### src/hdl/assert_macros.svh
// Assertion helpers; clk and arst_n must be in scope where used.
`ifndef ASSERT_MACROS_SVH
`define ASSERT_MACROS_SVH

// same-cycle implication
`define ASSERT_IMP(lbl, ante, cons, msg) \
	lbl: assert property (@(posedge clk) disable iff (!arst_n) (ante) |-> (cons)) \
		else $error(msg);

// next-cycle implication
`define ASSERT_NXT(lbl, ante, cons, msg) \
	lbl: assert property (@(posedge clk) disable iff (!arst_n) (ante) |=> (cons)) \
		else $error(msg);

`endif

### src/hdl/tbwm_pkg.sv
package tbwm_pkg;

	localparam int MEMORY_BYTES_DEF = 65536;
	localparam int ADDR_W           = 16;
	localparam int DATA_W           = 16;
	localparam int FUNC_W           = 3;

	// beat layout, lowest bit first
	localparam int IN_FUNC_LSB  = 0;
	localparam int IN_ADDR_LSB  = IN_FUNC_LSB + FUNC_W;
	localparam int IN_WDATA_LSB = IN_ADDR_LSB + ADDR_W;
	localparam int IN_BITS      = IN_WDATA_LSB + DATA_W;
	localparam int IN_TDATA_W   = ((IN_BITS + 7) / 8) * 8;
	localparam int OUT_BITS     = DATA_W + 2;
	localparam int OUT_TDATA_W  = ((OUT_BITS + 7) / 8) * 8;

	typedef enum logic [FUNC_W-1:0] {
		FN_RD_BYTE = 3'd0,
		FN_RD_WORD = 3'd1,
		FN_WR_BYTE = 3'd2,
		FN_WR_WORD = 3'd3,
		FN_GET_FLG = 3'd4,
		FN_CLR_FLG = 3'd5
	} func_t;

	localparam logic [1:0] FLAG_RD = 2'b01;
	localparam logic [1:0] FLAG_WR = 2'b10;

	typedef struct packed {
		logic [1:0] flags;
		logic [7:0] data;
	} entry_t;

	typedef logic [7:0] calib_t [8];
	localparam calib_t CALIB = '{8'h95, 8'h8F, 8'h9E, 8'h8E, 8'h92, 8'h8D, 8'hD1, 8'h86};

	// power-up contents of one byte
	function automatic logic [7:0] init_byte(input logic [ADDR_W-1:0] a);
		logic [7:0] v;
		if (a[15:8] == 8'h10) begin
			if (a[7:3] == 5'h1F)
				v = CALIB[a[2:0]];
			else
				v = 8'hFF;
		end else if (a[15:14] == 2'b11) begin
			v = 8'hFF;
		end else begin
			v = 8'h00;
		end
		return v;
	endfunction

endpackage

### src/hdl/tbwm_init.sv
module tbwm_init #(
	parameter int ROWS = tbwm_pkg::MEMORY_BYTES_DEF / 2,
	localparam int ROW_W = $clog2(ROWS)
) (
	input  logic             clk,
	input  logic             arst_n,
	output logic             busy,
	output logic [ROW_W-1:0] row
);

	logic             busy_q;
	logic [ROW_W-1:0] row_q;

	always_ff @(posedge clk or negedge arst_n) begin
		if (!arst_n) begin
			busy_q <= 1'b1;
			row_q  <= '0;
		end else if (busy_q) begin
			row_q <= row_q + ROW_W'(1);
			if (row_q == ROW_W'(ROWS - 1))
				busy_q <= 1'b0;
		end
	end

	assign busy = busy_q;
	assign row  = row_q;

endmodule

### config.mk
export PLATFORM = sky130hd
export DESIGN_NAME = tbwm_init
export DESIGN_NICKNAME = d
export VERILOG_FILES = /design/src/hdl/assert_macros.svh /design/src/hdl/tbwm_pkg.sv /design/src/hdl/tbwm_init.sv
export SDC_FILE = /design/constraint.sdc
export NUM_CORES = 1
export LEC_CHECK = 0
export BUFFER_PORTS_ARGS = -buffer_cell sky130_fd_sc_hd__buf_2
export CAP_MARGIN = 10
export CORE_MARGIN = 5
export CORE_UTILIZATION = 50
export CTS_CLUSTER_SIZE = 30
export DETAILED_ROUTE_END_ITERATION = 10
export PLACE_DENSITY_LB_ADDON = 0.12
export SLEW_MARGIN = 20
export SYNTH_ARGS = -nofsm -noshare
export SYNTH_HDL_FRONTEND = slang
export SYNTH_SLANG_ARGS = --single-unit
### constraint.sdc
create_clock -name clk -period 1.8 [get_ports clk]
set_input_delay 0.36 -clock clk [delete_from_list [all_inputs] [get_ports clk]]
set_output_delay 0.36 -clock clk [all_outputs]
set_load 0.02 [all_outputs]
; After elaboration in Yosys (flattened, before gate mapping)
; Cells that the tools add are included.
[totals]
reg_bits = 16
wordCells = 6
inputBits = 2
out_inout_bits = 16
[classes]
eq_ne = 1
add_sub_neg = 1
n_mux = 2
[ops]
columns = cell, count
row1 = $add 15x1->15 const B, 1
row2 = $eq 15x15->1 const B, 1
row3 = $mux 1, 2

; Depth between registers and ports, before layout
; Gate-level depths: netlist of run 1.
[depth]
ltp_word = 3
mapped_depth = 4
mapped_depth_nobuf = 4

; Least setup slack after synthesis of run 1
; Ideal clock, no wire load.
[synth_path]
path_kind = register -> register
startpoint = register busy_q, in the netlist busy
endpoint = register row_q[13], in the netlist row[13]
path_buffers = 1
path_stages_with_launch = 5
synth_period_minus_slack_ps = 1442
required_time_ps = 1720
setup_slack_ps = 358
setup_time_ps = 80
arrival_ps = 1362
path_cell_list = dfstp_2 -> clkbuf_2 -> nand3_1 -> nor4_2 -> xor2_1
[synth_rtl]
columns = item, line_no
row1 = from (decl), tbwm_init.sv:11  ; logic busy_q;
row2 = from (signal assigned), tbwm_init.sv:16  ; busy_q <= 1'b1;
row3 = from (signal assigned), tbwm_init.sv:21  ; busy_q <= 1'b0;
row4 = to (signal assigned), tbwm_init.sv:19  ; row_q <= row_q + ROW_W'(1);
row5 = to (decl), tbwm_init.sv:12  ; logic [ROW_W-1:0] row_q;

; Worst setup path in the final report of run 1
[layout_path]
startpoint = register busy_q, in the netlist busy
endpoint = output busy
[layout_rtl]
columns = item, line_no
row1 = to (decl), tbwm_init.sv:7  ; output logic busy,
; No word-level cell between the ends.

==> qor.yml, run 1 <==
critPathTopFamily: "flip-flops"
power_density_nw_per_um2: 689
grtUsageMet1_pct: 18.9
synth_compound_area_share_pct: 1.54
io_buffers: 17
grt_overflow: 0
ys_types: 19
post-route-period-util_pct: 81.2
drt_iter0_drc: 10
hp-class: "input port to asynchronous set/reset pin"
setup_viol: 0
row_count: 13
die_h_um: 48.3
htreeDepth: 1
synth_top_family_by_area: "simple AND/OR/NAND/NOR gates"
slew_violations: 0
dieArea_sq_um: 2330
setup-tns-final_ns: 0
p_total_mw: 0.605
grt_pass1_vias: 455
cts_buffers: 3
grtUsageMet3_pct: 3.32
synthXorXnorAreaFrac_pct: 16.8
avgViaCountPerCell: 5.35
final_common_cell: "buf_2"
grt_pass1_wl_um: 2100
r2r_slack_ns: 0.38
synth_top_cell_by_area: "dfrtp_1"
num_vias: 514
grtUsageMet2_pct: 19.8
die_w_um: 48.3
outcome: "complete, no violations"
cts-root-buf: "clkbuf_4"
drt_wl_total_um: 1330
track_usage_pct: 13.6
drv_cap: 0
endpoint_kind: "output pin"
fmax_ghz: 0.684
cp_slowest_cell: "dfstp_2"
crit_chain: "buf_2"
ant_nets: 0
netlist.area_leader.share_pct: 51.3
layout_common_cells: "buf_2 (17), dfrtp_1 (15), xor2_1 (8)"
cp_slowest_stage_delay_ns: 0.63
io_pins: 18
syn_nets: 63
top_usage_layer: "met2"
path_clk_slew_ns: 0.10
cp-start-kind: "register"
synth_area_leaders: "dfrtp_1 (51%), xor2_1 (9.6%), xnor2_1 (7.2%)"
ys_seq_elements: 16
clk_latency_ns: 0.29
cp.arrival_ns: 1.10
grt_setup_unrepaired: "no"
synth_seq_area_share_pct: 54.9
grt_max_degree: 17
drive_gt1_share_pct: 33.3
cp.buffers_inverters: 1
cts_setup_buffers: 0
tritoncts: "built"
final_hold_viol_count: 0
ir_worst_vdd_uv: 402
path_max_fanout: 8
required_ns: 1.44
clk_path_buf_depth: 2
synth_area_sq_um: 732
yosysWarnings: 0
hpwl_um: 1010
remaining_drc_errors: 0
holdBufCountCts: 1
core_sq_um: 1350
worst_pin_slew_ns: 0.353
period_minus_slack_ns: 1.46
wl_per_cell_um: 13.9
initial_core_util_pct: 54.2
synth_fa_ha_area_share_pct: 1.71
synthMuxAreaShare_pct: 1.54
yosys.area_share.simple_pct: 21.9
routabilityCongestion: 0.744
leakage_nw: 0.482
skew_ns: 0.00876
cts.sinks: 16
first_pass_iters: 4
synthToLayoutAreaGrowth_pct: 19.8
max-slew-margin-rel_pct: 76.5
antenna_found_initial: 0
path_class: "register to output pin"
antenna-diode-count: 0
fin_nets: 85
synth_cells: 60
ctsResizeCount: 0
syn_avg_cell_area_sq_um: 12.2
## power breakdown
part | internal [mW] | switching, mW
sequential | 0.359 | 0
combinational | 0.00220 | 0.00677
clock | 0.123 | 0.113
total | 0.485 | 0.120
## cell type report
| class | instances | area [sq um] |
|---|---|---|
| Tap cell | 15 | 18.8 |
| Fill cell | 104 | 473 |
| Inverter | 2 | 7.51 |
| Multi-Input combinational cell | 41 | 318 |
| Clock buffer | 4 | 36.3 |
| Sequential cell | 16 | 402 |
| Timing Repair Buffer | 18 | 95.1 |
## worst paths after layout
| path | startpoint | to | depth (start not counted) |
|---|---|---|---|
| setup / recovery | busy | busy | 1 |
| hold / removal | arst_n | row[10] | 2 |
| setup reg to reg | row[0] | row[12] | 4 |
| hold reg to reg | row[14] | row[14] | 1 |
| max in group asynchronous | arst_n | busy | 2 |
| min in group clk | row[14] | row[14] | 1 |
## cells in the mapped netlist, drive strengths merged
cell type / count
mux2: 1
dfrtp: 15
nand2: 5
o41a: 1
inv: 2
nor3: 4
xor2: 8
dfstp: 1
and3: 1
nor4: 4
ha: 1
nand4: 6
nand3: 3
nor2: 1
xnor2: 6
clkbuf: 1
## worst reg2reg max path, stage by stage, from the launching register on
cell     delay [ns]
dfrtp_1        0.44
ha_1           0.23
nand4_2        0.19
nor4_1         0.29
xor2_1         0.19
## per-stage QoR
step / hold slack [ns] / setup slack (ns) / instances / utilization, % / cell area [sq um]
after floorplan: 0.0644 / 0.358 / 60 / - / 732
after global placement: 0.286 / 0.442 / 91 / 61.5 / 831
after detailed placement: 0.289 / 0.413 / 91 / 61.5 / 831
after CTS: 0.505 / 0.328 / 96 / 65.0 / 877
after global routing: 0.535 / 0.248 / 96 / 65.0 / 877
final: 0.497 / 0.339 / 96 / 65.0 / 877
## cell families after synthesis
kind of cell / count (synthesis)
muxes: 1
adders and majority gates: 1
AOI/OAI and AO/OA: 1
xor gates and xnor gates: 14
buffers and inverters: 3
DFF: 16
and+or+nand+nor: 24
## flip-flops by register name, indices dropped and copies added (netlist names)
name / cells
busy: 1
row: 15
## routing by layer
layer / part of all wire (%) / vias to the layer above
li1: - / 256
met1: 47 / 241
met2: 46 / 15
met3: 6.6 / 2
met4: 0.98 / 0
met5: 0 / -
No activity file was read; power rests on OpenSTA's default activity.
==> run 2: changes to the inputs <==
- clock period: 1.8 -> 1.5 ns (I/O delays scaled with it)
==> run 2 against run 1 <==
  * Global-route usage down 0.27 points
  * Clock power up 17%
  * Utilization up 1.5 points
  * Die area unchanged
  * Largest cell class unchanged
  * Combinational power up 16%
  * Sequential cell count unchanged
==> qor.yml, run 2 (synthesis results as in run 1) <==
grt_max_degree: 17
finish.utilization_pct: 66.5
path_clk_slew_ns: 0.09
fmax_ghz: 0.721
grt_pass1_wl_um: 2110
skew_ns: 0.00644
cp_slowest_cell: "dfstp_2"
startpoint: "busy"
initial_core_util_pct: 54.2
ant_nets: 0
antenna_found_initial: 0
wl_per_cell_um: 13.5
drt_iter0_drc: 9
ir_worst_vdd_uv: 462
outcome: "complete, no violations"
die_w_um: 48.3
num_vias: 510
worst_pin_slew_ns: 0.336
cts_setup_buffers: 0
drt_wl_total_um: 1310
period_minus_slack_ns: 1.39
largest_register_ffs: 15
cts.sinks: 16
final_common_cell: "buf_2"
hpwl_um: 997
grt_overflow: 0
io_pins: 18
whs_ns: 0.442
path_class: "register to output pin"
avgViaCountPerCell: 5.26
endpoint_kind: "output pin"
die_h_um: 48.3
cts-root-buf: "clkbuf_4"
post-route-period-util_pct: 92.4
drive_gt1_share_pct: 36.6
antenna-diode-count: 0
cp.buffers_inverters: 1
track_usage_pct: 13.3
clk_latency_ns: 0.28
final_hold_viol_count: 0
synthToLayoutAreaGrowth_pct: 22.6
crit_chain: "buf_2"
tritoncts: "built"
nFillCells: 111
cp.arrival_ns: 1.09
first_pass_iters: 4
cp-start-kind: "register"
max-slew-margin-rel_pct: 77.6
clk_path_buf_depth: 2
io_buffers: 17
row_count: 13
slew_violations: 0
layout_common_cells: "buf_2 (17), dfrtp_1 (15), xor2_1 (8)"
drv_cap: 0
hp-class: "input port to asynchronous set/reset pin"
r2r_start: "busy"
critPathTopFamily: "flip-flops"
leakage_nw: 0.488
cp_slowest_stage_delay_ns: 0.62
place_ws_ns: 0.138
postLayoutCellArea_sq_um: 897
core_sq_um: 1350
power_density_nw_per_um2: 801
dieArea_sq_um: 2330
htreeDepth: 1
routabilityCongestion: 0.738
required_ns: 1.20
fin_nets: 86
remaining_drc_errors: 0
setup_viol: 0
post_dp_cell_area_sq_um: 838
setup_ws_ns: 0.114
cts_buffers: 3
path_max_fanout: 8
grt_pass1_vias: 494
## run 2: worst paths after layout
path	slack [ns]	cells past startpoint	to
setup / recovery	0.11	1	busy
hold / removal	0.44	2	row[5]
setup reg to reg	0.14	3	row[13]
hold reg to reg	0.51	1	row[13]
max in group asynchronous	0.76	2	busy
min in group clk	0.51	1	row[13]
## run 2: final cells by class
cell class / instances / area (sq um) / area share, %
Sequential cell: 16 / 402 / 44.8
Multi-Input combinational cell: 41 / 330 / 36.8
Timing Repair Buffer: 19 / 103 / 11.4
Clock buffer: 4 / 36.3 / 4.04
Tap cell: 15 / 18.8 / 2.09
Inverter: 2 / 7.51 / 0.837
## run 2: repair_timing
action	4_1_cts	5_1_grt
resized for setup	0	2
endpoints found under the setup margin	0	2
hold endpoints to repair	15	0
hold buffers	1	0
## run 2: metrics by stage
| step | power (mW) | setup TNS (ns) | instances |
|---|---|---|---|
| 2_1_floorplan | 0.440 | 0 | 60 |
| 3_3_place_gp | 0.449 | 0 | 92 |
| 3_5_place_dp | 0.449 | 0 | 92 |
| 4_1_cts | 0.729 | 0 | 97 |
| 5_1_grt | 0.741 | -0.0224 | 97 |
| 6_report | 0.719 | 0 | 97 |
## run 2: per-layer routing
metal | global-route usage (%) | vias up | wire length (um) | share of wire (%)
met5 | 0 | - | 0 | 0
met4 | 8.06 | 0 | 10 | 0.76
met3 | 3.69 | 2 | 108 | 8.2
met2 | 19.5 | 15 | 588 | 45
met1 | 17.3 | 238 | 607 | 46
li1 | - | 255 | - | -
## run 2: report_power, final
group	switching, mW	internal (mW)
Sequential	0	0.431
Clock	0.130	0.148
Combinational	0.00780	0.00264
Total	0.137	0.581
==> run 3: changes to the inputs <==
- CAP_MARGIN: 10 -> unset
- CORE_UTILIZATION: 50 -> 45
- clock period: 1.5 -> 1.15 ns (I/O delays scaled with it)
==> run 3 against run 2 <==
  * The flow now finishes with violations (negative setup slack)
  * First-iteration DRC count increased by 130%
  * Clock power is 20% higher
  * Sequential cell count did not move
  * Sequential share of layout area decreased by 17 points
  * Clock skew rose by 0.0055 ns
  * Routed wire length rose to 2.5 times the previous value
  * Critical endpoint is now row[12]
  * Largest cell class is now non-clock buffers
  * Highest routed layer unchanged
==> qor.yml, run 3 (synthesis results as in run 1) <==
r2r-end: "row[12]"
skew_ns: 0.0119
setup_viol: 28
avgViaCountPerCell: 6.04
die_w_um: 50.3
cts_buffers: 3
required_ns: 1.38
fmax_ghz: 0.724
antenna_found_initial: 0
grt_setup_unrepaired: "yes"
clk_latency_ns: 0.30
period_minus_slack_ns: 1.38
setup_ws_ns: -0.232
slew_violations: 0
cp_slowest_stage_delay_ns: 0.56
critPathTopFamily: "flip-flops"
power_density_nw_per_um2: 614
track_usage_pct: 19.2
ant_nets: 0
max-slew-margin-rel_pct: 75.4
worstRegToRegCells: 5
crit_chain: "buf_6 > nand4_4 > buf_12 > nor4_4 > xor2_1"
die_h_um: 50.3
cts-root-buf: "clkbuf_4"
p_switching_mw: 0.209
grt_max_degree: 17
grt_overflow: 0
routabilityCongestion: 0.752
hpwl_um: 1190
drt_iter0_drc: 21
io_buffers: 17
grt_pass1_vias: 727
row_count: 14
drive_gt1_share_pct: 66.7
drv_cap: 0
p_sw_share_pct: 23.0
worst_pin_slew_ns: 0.368
p_int_mw: 0.701
grt_pass1_wl_um: 3660
num_vias: 803
fin_nets: 121
path_class: "register to register"
largest_register_ffs: 15
ir_worst_vdd_uv: 643
r2r_slack_ns: -0.23
initial_core_util_pct: 48.0
path_max_fanout: 4
r2r_start: "busy"
antenna-diode-count: 0
p_comb_share_pct: 1.7
cp-start-kind: "register"
synthToLayoutAreaGrowth_pct: 103
wl_per_cell_um: 25.1
cp_slowest_cell: "dfstp_2"
setup-tns-final_ns: -3.56
first_pass_iters: 4
outcome: "finished with violations"
cp.arrival_ns: 1.61
cp.buffers_inverters: 2
fin_cells: 133
dieArea_sq_um: 2530
clk_path_buf_depth: 2
remaining_drc_errors: 0
tritoncts: "built"
path_clk_slew_ns: 0.11
final_common_cell: "buf_6"
endpoint_kind: "register"
core_sq_um: 1520
drt_wl_total_um: 3330
htreeDepth: 1
final_hold_viol_count: 0
place_inst: 106
cts.sinks: 16
hp-class: "input port to asynchronous set/reset pin"
io_pins: 18
layout_common_cells: "buf_6 (30), buf_4 (18), dfrtp_1 (11)"
violations: "negative setup slack"
pwr-share-seq_pct: 61.8
clockPowerShare_pct: 36.6
post-route-period-util_pct: 120
leakage_nw: 0.833
run 3: cell types whose count changed in the layout (fill, tap and decap cells not counted), moves of 2 or more:
| cell | change |
|---|---|
| buf_6 | +30 |
| buf_4 | +17 |
| buf_2 | -15 |
| dfrtp_1 | -4 |
| dfrtp_2 | +4 |
| nor3_1 | -4 |
| nor4_2 | -4 |
| nor4_4 | +4 |
| buf_12 | +3 |
| nor3_4 | +3 |
| nand3_1 | -2 |
| xnor2_1 | -2 |
| xnor2_2 | +2 |
run 3: final cells by class:
| class | count | area (sq um) |
|---|---|---|
| Timing Repair Buffer | 54 | 553 |
| Multi-Input combinational cell | 41 | 469 |
| Sequential cell | 16 | 407 |
| Fill cell | 21 | 41.3 |
| Clock buffer | 4 | 26.3 |
| Tap cell | 16 | 20.0 |
| Inverter | 2 | 7.51 |
run 3: repair_timing:
action / CTS / global route
gates resized for setup: 44 / 18
hold buffers: 1 / 0
buffers inserted: 11 / 11
endpoints found under the hold margin: 15 / 0
pin swaps: 10 / 7
setup endpoints to repair: 25 / 30
run 3: routing by layer:
metal	up-vias	wire, um	track usage [%]
met3	12	321	4.44
li1	329	-	-
met1	407	1230	25.1
met4	0	119	8.94
met2	55	1670	30.1
met5	-	0	0
run 3: power by group through the flow:
| stage | registers (mW) | clock network, mW | logic (mW) |
|---|---|---|---|
| 2_1_floorplan | 0.573 | 0 | 0.000000174 |
| 3_3_place_gp | 0.573 | 0 | 0.0123 |
| 3_5_place_dp | 0.573 | 0 | 0.0127 |
| 4_1_cts | 0.562 | 0.325 | 0.0152 |
| 5_1_grt | 0.563 | 0.388 | 0.0170 |
| 6_report | 0.562 | 0.333 | 0.0151 |
run 3: worst max path at each step:
stage               startpoint       to  slack, ns  cells after the start
floorplan                 busy  row[11]      -0.21                      4
CTS                       busy     busy      -0.15                      2
detailed placement        busy  row[11]      -0.09                      3
global placement          busy  row[11]      -0.08                      3
finish                    busy  row[12]      -0.23                      5
global route              busy  row[12]      -0.33                      5
run 3: stage by stage:
stage          setup slack, ns  area [sq um]  hold slack, ns  power (mW)  util (%)
6_report                -0.232          1480           0.395       0.910      97.3
4_1_cts                 -0.148          1290           0.381       0.902      85.0
3_3_place_gp           -0.0824           991           0.157       0.586      65.0
2_1_floorplan           -0.206           795         -0.0656       0.573         -
5_1_grt                 -0.334          1480           0.384       0.967      97.3
3_5_place_dp           -0.0947           991           0.162       0.586      65.0
run 3: worst reg2reg max path: stages (launching register included):
cell and delay, ns:
dfstp_2 0.56, buf_6 0.12, nand4_4 0.13, buf_12 0.18, nor4_4 0.15, xor2_1 0.18
